`src/design/like_wildcard_matcher_top_macros.svh`:
```
// ----------------------------------------------------------------------------
// Assertion macros for the LIKE wildcard matcher
// Shared property wrappers; each use stands on a line of its own.
// ----------------------------------------------------------------------------
`ifndef LIKE_WILDCARD_MATCHER_TOP_MACROS_SVH
`define LIKE_WILDCARD_MATCHER_TOP_MACROS_SVH

// Same-cycle implication, checked outside reset.
`define LWM_ASSERT_SAME(label, clk, rst_n, ante, cons) \
    label: assert property (@(posedge clk) disable iff (!rst_n) (ante) |-> (cons)) \
        else $error("lwm: same-cycle check failed");

// Next-cycle implication, checked outside reset.
`define LWM_ASSERT_NEXT(label, clk, rst_n, ante, cons) \
    label: assert property (@(posedge clk) disable iff (!rst_n) (ante) |=> (cons)) \
        else $error("lwm: next-cycle check failed");

`endif

```
`src/design/lwm_pkg.sv`:
```
// ----------------------------------------------------------------------------
// LIKE wildcard matcher package
// Commands, cell link types, wildcard codes and case folding.
// ----------------------------------------------------------------------------
package lwm_pkg;

    localparam int MAX_PATTERN_DEF = 64;

    localparam logic [7:0] PCT_CHAR = 8'h25;
    localparam logic [7:0] ANY_CHAR = 8'h5F;
    localparam logic [7:0] UPPER_A  = 8'h41;
    localparam logic [7:0] UPPER_Z  = 8'h5A;
    localparam logic [7:0] CASE_OFS = 8'h20;

    typedef enum logic [1:0] {
        CMD_CLEAR   = 2'd0,
        CMD_APPEND  = 2'd1,
        CMD_SUBJECT = 2'd2,
        CMD_END     = 2'd3
    } cmd_t;

    // Broadcast from the top level to every cell.
    typedef struct packed {
        logic       update;
        logic       consume;
        logic       load;
        logic       clear;
        logic [7:0] ch;
    } ctrl_t;

    // Handed from one cell to its right neighbor.
    typedef struct packed {
        logic step;
        logic carry;
        logic valid;
    } link_t;

    function automatic logic [7:0] fold_case(input logic [7:0] c);
        logic [7:0] r;
        r = c;
        if (c >= UPPER_A && c <= UPPER_Z)
        begin
            r = c + CASE_OFS;
        end
        return r;
    endfunction

endpackage

```
`src/design/lwm_item_if.sv`:
```
// ----------------------------------------------------------------------------
// LIKE wildcard matcher item channel
// Command beats: pattern loading, subject bytes and end of subject.
// ----------------------------------------------------------------------------
interface lwm_item_if;
    logic       valid;
    logic       ready;
    logic [1:0] command;
    logic [7:0] character;

    modport source (output valid, output command, output character, input ready);
    modport sink (input valid, input command, input character, output ready);
endinterface

```
`src/design/lwm_result_if.sv`:
```
// ----------------------------------------------------------------------------
// LIKE wildcard matcher result channel
// One beat per end-of-subject command.
// ----------------------------------------------------------------------------
interface lwm_result_if;
    logic valid;
    logic ready;
    logic matched;
    logic pattern_error;

    modport source (output valid, output matched, output pattern_error, input ready);
    modport sink (input valid, input matched, input pattern_error, output ready);
endinterface

```
`src/design/lwm_cell.sv`:
```
// ----------------------------------------------------------------------------
// LIKE wildcard matcher cell
// Holds one pattern byte and the active bit of its position.
// ----------------------------------------------------------------------------
module lwm_cell
    import lwm_pkg::*;
#(
    parameter bit HEAD = 1'b0
)
(
    input  logic  clk,
    input  logic  rst_n,
    input  ctrl_t ctrl,
    input  link_t left,
    output link_t right,
    output logic  hit
);

    logic [7:0] byte_reg;
    logic [7:0] byte_next;
    logic       valid_reg;
    logic       valid_next;
    logic       active_reg;
    logic       active_next;

    logic load;
    logic is_pct;
    logic is_pct_next;
    logic match;
    logic pre;
    logic closed;

    assign load   = ctrl.load && !valid_reg && left.valid;
    assign is_pct = valid_reg && (byte_reg == PCT_CHAR);

    assign valid_next  = ctrl.clear ? 1'b0 : (valid_reg || load);
    assign byte_next   = load ? ctrl.ch : byte_reg;
    assign is_pct_next = valid_next && (byte_next == PCT_CHAR);

    assign match = active_reg && valid_reg && !is_pct &&
                   ((byte_reg == ANY_CHAR) || (byte_reg == ctrl.ch));

    // Pre-closure bit: arrival from the left, or a live '%' holding here.
    assign pre    = left.step || (ctrl.consume && active_reg && is_pct);
    assign closed = pre || left.carry;

    assign active_next = ctrl.update ? closed : active_reg;

    assign right.step  = ctrl.consume && match;
    assign right.carry = is_pct_next && closed;
    assign right.valid = valid_reg;

    // This position is the pattern end when it is the first empty cell.
    assign hit = active_reg && !valid_reg && left.valid;

    always_ff @(posedge clk or negedge rst_n)
    begin
        if (!rst_n)
        begin
            valid_reg  <= 1'b0;
            active_reg <= HEAD;
        end
        else
        begin
            valid_reg  <= valid_next;
            active_reg <= active_next;
        end
    end

    always_ff @(posedge clk)
    begin
        byte_reg <= byte_next;
    end

endmodule

```
`src/design/like_wildcard_matcher_top.sv`:
```
// ----------------------------------------------------------------------------
// LIKE wildcard matcher top level
// SQL LIKE matching with '%' and '_', case-insensitive for ASCII letters.
// ----------------------------------------------------------------------------
// Usage:
//   item (sink): command + character beats. CLEAR empties the pattern,
//   APPEND adds one pattern byte, SUBJECT feeds one subject byte, END closes
//   the subject and yields one result beat. Only END produces a result.
//   result (source): matched and pattern_error. pattern_error is set when
//   more bytes were appended than the store holds; matched is then 0.
// Throughput: one item beat per cycle while item.ready is high. Every cell
//   updates its position in parallel for each subject byte; '%' closure
//   ripples along the row of cells within the same cycle, like a carry chain.
// Result: the result beat for END appears in the cycle after acceptance,
//   from a single output register.
// Reset: pattern empty, no overflow, position zero active, no result held.
// Stall: while a result waits, item beats are still taken if the output
//   register drains in the same cycle; otherwise item.ready drops.
// ----------------------------------------------------------------------------
module like_wildcard_matcher_top
    import lwm_pkg::*;
#(
    parameter int MAX_PATTERN = MAX_PATTERN_DEF
)
(
    input  logic         clk,
    input  logic         rst_n,
    lwm_item_if.sink     item,
    lwm_result_if.source result
);

    `include "like_wildcard_matcher_top_macros.svh"

    ctrl_t ctrl;
    link_t link [MAX_PATTERN+1];
    logic [MAX_PATTERN-1:0] hits;

    logic accept;
    cmd_t cmd;
    logic end_active_reg;
    logic end_active_next;
    logic ovf_reg;
    logic ovf_next;
    logic full;
    logic hit;
    logic res_valid_reg;
    logic res_valid_next;
    logic matched_reg;
    logic matched_next;
    logic perr_reg;
    logic perr_next;
    logic is_end;
    logic is_clear;
    logic is_append;

    assign item.ready = !res_valid_reg || result.ready;
    assign accept     = item.valid && item.ready;
    assign cmd        = cmd_t'(item.command);

    always_comb
    begin
        is_end    = 1'b0;
        is_clear  = 1'b0;
        is_append = 1'b0;
        case (cmd)
            CMD_CLEAR:   is_clear  = 1'b1;
            CMD_APPEND:  is_append = 1'b1;
            CMD_SUBJECT: is_end    = 1'b0;
            CMD_END:     is_end    = 1'b1;
            default:     is_end    = 1'b0;
        endcase
    end

    assign ctrl.update  = accept;
    assign ctrl.consume = accept && (cmd == CMD_SUBJECT);
    assign ctrl.load    = accept && is_append;
    assign ctrl.clear   = accept && is_clear;
    assign ctrl.ch      = fold_case(item.character);

    // Head of the row: restart seeds position zero.
    assign link[0].step  = accept && (cmd != CMD_SUBJECT);
    assign link[0].carry = 1'b0;
    assign link[0].valid = 1'b1;

    for (genvar i = 0; i < MAX_PATTERN; i++)
    begin : g_cell
        lwm_cell #(
            .HEAD (i == 0)
        ) u_cell (
            .clk   (clk),
            .rst_n (rst_n),
            .ctrl  (ctrl),
            .left  (link[i]),
            .right (link[i+1]),
            .hit   (hits[i])
        );
    end

    assign full = link[MAX_PATTERN].valid;
    assign hit  = (|hits) || (end_active_reg && full);

    assign end_active_next = accept ? (link[MAX_PATTERN].step || link[MAX_PATTERN].carry)
                                    : end_active_reg;
    assign ovf_next = ctrl.clear ? 1'b0 : ((ctrl.load && full) ? 1'b1 : ovf_reg);

    assign res_valid_next = (accept && is_end) || (res_valid_reg && !result.ready);
    assign matched_next   = (accept && is_end) ? (hit && !ovf_reg) : matched_reg;
    assign perr_next      = (accept && is_end) ? ovf_reg : perr_reg;

    always_ff @(posedge clk or negedge rst_n)
    begin
        if (!rst_n)
        begin
            end_active_reg <= 1'b0;
            ovf_reg        <= 1'b0;
            res_valid_reg  <= 1'b0;
        end
        else
        begin
            end_active_reg <= end_active_next;
            ovf_reg        <= ovf_next;
            res_valid_reg  <= res_valid_next;
        end
    end

    always_ff @(posedge clk)
    begin
        matched_reg <= matched_next;
        perr_reg    <= perr_next;
    end

    assign result.valid         = res_valid_reg;
    assign result.matched       = matched_reg;
    assign result.pattern_error = perr_reg;

    `LWM_ASSERT_SAME(a_err_no_match, clk, rst_n, res_valid_reg && perr_reg, !matched_reg)
    `LWM_ASSERT_NEXT(a_end_gives_beat, clk, rst_n, accept && is_end, res_valid_reg)
    `LWM_ASSERT_NEXT(a_clear_drops_ovf, clk, rst_n, ctrl.clear, !ovf_reg && !full)
    `LWM_ASSERT_SAME(a_end_bit_needs_full, clk, rst_n, end_active_reg, full)

endmodule
```
`src/flat_wrapper.sv`:
```
// flat-port wrapper written by rule: the top's interface ports become plain ports
module like_wildcard_matcher_top_flat import lwm_pkg::*;
#(
    parameter int MAX_PATTERN = MAX_PATTERN_DEF
)
  (clk, rst_n, item_valid, item_command, item_character, item_ready, result_valid, result_matched, result_pattern_error, result_ready);
  lwm_item_if item_i ();
  lwm_result_if result_i ();
  input  logic clk;
  input  logic rst_n;
  input wire logic [$bits(item_i.valid)-1:0] item_valid;
  input wire logic [$bits(item_i.command)-1:0] item_command;
  input wire logic [$bits(item_i.character)-1:0] item_character;
  output wire logic [$bits(item_i.ready)-1:0] item_ready;
  output wire logic [$bits(result_i.valid)-1:0] result_valid;
  output wire logic [$bits(result_i.matched)-1:0] result_matched;
  output wire logic [$bits(result_i.pattern_error)-1:0] result_pattern_error;
  input wire logic [$bits(result_i.ready)-1:0] result_ready;
  assign item_i.valid = item_valid;
  assign item_i.command = item_command;
  assign item_i.character = item_character;
  assign item_ready = item_i.ready;
  assign result_valid = result_i.valid;
  assign result_matched = result_i.matched;
  assign result_pattern_error = result_i.pattern_error;
  assign result_i.ready = result_ready;
  like_wildcard_matcher_top #(.MAX_PATTERN(MAX_PATTERN)) u_core (.clk(clk), .rst_n(rst_n), .item(item_i), .result(result_i));
endmodule
```
`config.mk`:
```
export PLATFORM = sky130hd
export DESIGN_NAME = like_wildcard_matcher_top_flat
export DESIGN_NICKNAME = d
export VERILOG_FILES = /design/src/design/lwm_pkg.sv /design/src/design/lwm_item_if.sv /design/src/design/lwm_result_if.sv /design/src/design/lwm_cell.sv /design/src/design/like_wildcard_matcher_top.sv /design/src/flat_wrapper.sv
export VERILOG_INCLUDE_DIRS = /design/src /design/src/design
export SDC_FILE = /design/constraint.sdc
export NUM_CORES = 2
export LEC_CHECK = 0
export CORE_UTILIZATION = 56
export CTS_BUF_LIST = sky130_fd_sc_hd__clkbuf_8
export DETAILED_ROUTE_END_ITERATION = 8
export DONT_BUFFER_PORTS = 1
export PLACE_DENSITY = 0.74
export SETUP_SLACK_MARGIN = 0.15
export SLEW_MARGIN = 30
export SYNTH_ARGS = -nofsm -noshare
export SYNTH_HDL_FRONTEND = slang
export SYNTH_SLANG_ARGS = --single-unit
```
`constraint.sdc`:
```
create_clock -name clk -period 6.9 [get_ports clk]
set_clock_uncertainty 0.05 [all_clocks]
set_input_delay 0.69 -clock clk [delete_from_list [all_inputs] [get_ports clk]]
set_output_delay 0.69 -clock clk [all_outputs]
set_load 0.01 [all_outputs]
```
==> flow_metrics.py <==
metrics = {
    "floorplanning": {
        "die-area_sq_mm": 0.0682,
        "row_count": 94,
        "design.core.area_sq_mm": 0.0661,
        "initial_core_util_pct": 56.9,
        "die_x_um": 261,
        "ios": 18,
        "die_h_um": 261,
    },
    "logic_synthesis": {
        "seq_area_frac_synth_pct": 36.1,
        "ys_ff_latch": 645,
        "synth_cell_types": 108,
        "synth_area_sq_mm": 0.0376,
        "yosys_most_used_dff": "dfxtp_1",
        "ys_top_cells_by_area": "dfxtp_1 27%, dfrtp_1 8.6%, mux2_2 7.5%",
        "synth_edf_count": 2,
        "yosysWarnings": 0,
        "avgSynthCellArea_sq_um": 8.34,
        "synth_nets": 4526,
        "synth_top_area_cell": "dfxtp_1",
        "synthCells": 4511,
        "synth_top_area_share_pct": 27.2,
        "ys_async_sr_fraction_pct": 20.3,
    },
    "global_route": {
        "grt_util_all_layers_pct": 36.4,
        "overflow": 0,
        "antenna_found_initial": 3,
        "grt_pass1_wl_mm": 193,
        "grt_max_degree": 147,
        "grt_pass1_vias": 33400,
    },
    "setup_path": {
        "worstReg2RegStart": "u_core.result.valid",
        "cp_data_required_time_ps": 7510,
        "worst-path-max-fanout": 16,
        "cp.arrival_ps": 6270,
        "cp-end-kind": "register",
        "start_kind": "register",
        "slowest_stage": "o41ai_1",
        "crit_top_cell": "o21ai_0",
        "cpPeakStageDelay_ps": 640,
        "crit_start": "u_core.result.valid",
        "worstPathCellList": "nor2b_2 -> inv_2 -> buf_4 -> nand4_1 -> o21ai_0 -> nand3_1 -> nor3_1 -> nand2b_1 -> nor4_1 -> nor3_1 -> nand3_1 -> nand2_1 -> o41ai_1 -> o21ai_0 -> buf_4 -> o21ai_0 -> a21boi_0 -> o21ai_0",
        "path_class": "register to register",
    },
    "status": {
        "violations": "DRC",
        "run_status": "complete, but fails checks",
    },
    "timing": {
        "rsz0062_at_grt": "false",
        "slew_headroom_pct": 24.3,
        "setup_violations": 0,
        "finalCritPeriodShare_pct": 82.1,
        "clock.fmax_mhz": 177,
        "final_hold_viol_count": 0,
        "tightest_slew_ps": 1130,
        "slew_violations": 0,
        "setup_tns_ps": 0,
        "finalCriticalPeriod_ps": 5660,
    },
    "detailed_routing": {
        "drc_errors": 2,
        "drt_iter0_drc": 3913,
        "viasPerCell": 6.63,
        "wl_per_cell_um": 23.5,
        "vias": 35700,
        "ant_nets": 0,
        "routed_wl_mm": 127,
        "firstDrtPassIters": 9,
    },
    "power": {
        "p_per_area_mw_per_mm2": 362,
        "ir_worst_vdd_mv": 0.233,
        "power_leakage_nw": 15.0,
    },
    "layout": {
        "area_growth_pct": 8.00,
        "final_util_pct": 61.5,
        "final_nets": 4443,
        "fillerInstances": 5905,
        "largest_reg_flops": 512,
        "drive_gt1_share_pct": 12.4,
    },
    "clocking": {
        "clk_latency_ps": 760,
        "htree_levels": 3,
        "clk_path_buf_depth": 3,
        "cts_resized": 0,
        "cts_buffers": 109,
        "cts_sinks": 645,
        "cts_tree": "yes",
        "ctsRootBufferMaster": "clkbuf_8",
        "cts_setup_buffers": 0,
        "clkTransAtPathRegs_ps": 70,
    },
    "hold_path": {
        "holdCritStartpoint": "item_character[1]",
        "hold_class": "primary input to register",
    },
    "run": {
        "drv_cap": 0,
    },
    "placed_design": {
        "io_buffer_count": 0,
        "finalWeightedCongestion": 0.988,
        "dpl.hpwl_mm": 83.5,
    },
}
-- cells by family after synthesis --
logic type      share of synthesized area (%)
buf+inv                                  4.13
compound gates                           16.2
simple gates                             25.0
flops                                    36.1
fa+ha+maj                              0.0332
mux                                      7.72
xor+xnor                                 10.8
-- layout by cell type (no fill, tap or decap), types with 20 or more instances in the layout --
cell,n
xor2_1,153
clkbuf_8,142
or3_1,32
nor4_1,108
mux2_2,251
or4_1,25
nand4b_1,35
a31oi_1,54
nand3b_1,42
o21ai_0,344
nand3_1,179
and3_1,29
a2111oi_0,20
nor3_1,161
buf_4,57
dfxtp_1,512
nand2_1,601
nand4_1,129
a22oi_1,48
nand2b_1,21
nor2b_1,47
a21o_1,30
nor4b_1,36
inv_1,133
a21oi_1,188
nor2_1,250
dfrtp_1,130
clkinv_2,22
xnor2_1,309
-- metrics by stage --
step | hold WS, ps | setup slack, ps | std cells | area (sq um) | power, mW
2_1_floorplan | 344 | 2150 | 4511 | 37600 | 9.77
3_3_place_gp | 359 | 1230 | 5175 | 38100 | 10.7
3_5_place_dp | 358 | 1070 | 5175 | 38100 | 10.9
4_1_cts | 2.49 | 1400 | 5389 | 40600 | 14.6
5_1_grt | 5.12 | 972 | 5390 | 40600 | 15.5
6_report | 35.5 | 1240 | 5393 | 40600 | 14.7
-- critical path: cells and delay by family, from the launching register on --
kind / cells / cell delay [ps]
AND/OR/NAND/NOR: 9 / 2320
flip-flops: 1 / 410
AO/OA/AOI/OAI: 6 / 1870
buffers and inverters: 3 / 940
-- synth_stat cells (all sizes together) (15+ instances only) --
cell	number
or3	32
o21ai	350
nor2b	50
nand3b	42
nor4	108
mux2	251
nand3	181
nand4b	35
or4	25
nor2	254
a41oi	17
nand2	606
dfrtp	130
xor2	153
a21oi	189
o31ai	19
o211ai	15
nor3b	18
dfxtp	512
a22oi	48
inv	106
a21o	30
a31oi	54
and4b	18
clkbuf	153
a2111oi	24
o22ai	16
o41ai	16
nor3	171
and3	30
nand2b	21
nor4b	37
xnor2	309
o2111ai	16
nand4	129
a211oi	17
buf	108
-- layer usage --
metal,wire [um],track usage [%],vias up,share of wire (%)
li1,-,-,16300,-
met1,50800,46.2,17000,40
met2,55900,57.2,2018,44
met3,12400,7.84,486,9.8
met4,7600,20.8,2,6.0
met5,8,0,-,0.0063
-- final cells by class --
type	count	area (sq um)	area share, %
timing repair buffer	67	586	1.44
clock inverter	66	474	1.17
antenna	4	10.0	0.0246
inverter	107	402	0.988
multi-input combinational	3498	22600	55.5
tap	864	1080	2.66
clock buffer	142	1950	4.81
sequential	645	13600	33.4
-- final timing paths --
| path | endpoint | slack, ps | cells past startpoint |
|---|---|---|---|
| max reg2reg | u_core.g_cell[26].u_cell.active_reg | 1240 | 18 |
| min | u_core.g_cell[17].u_cell.byte_reg[1] | 40 | 2 |
| max | u_core.g_cell[26].u_cell.active_reg | 1240 | 18 |
| min reg2reg | u_core.g_cell[17].u_cell.byte_reg[2] | 440 | 2 |
| max in group asynchronous | u_core.g_cell[52].u_cell.active_reg | 5520 | 2 |
| min in group asynchronous | u_core.g_cell[25].u_cell.active_reg | 660 | 2 |
-- report_power, final --
part           total [mW]  switching [mW]  internal (mW)
Combinational        3.96            1.94           2.02
Sequential           7.03            1.84           5.18
Clock                3.75            1.67           2.08
Total                14.7            5.45           9.28
-- what timing repair did --
item | 4_1_cts | 5_1_grt
hold buffers | 6 | 0
endpoints found under the setup margin | 0 | 0
hold endpoints to repair | 137 | 0
Note: power is estimated with default switching activity, not from simulation.
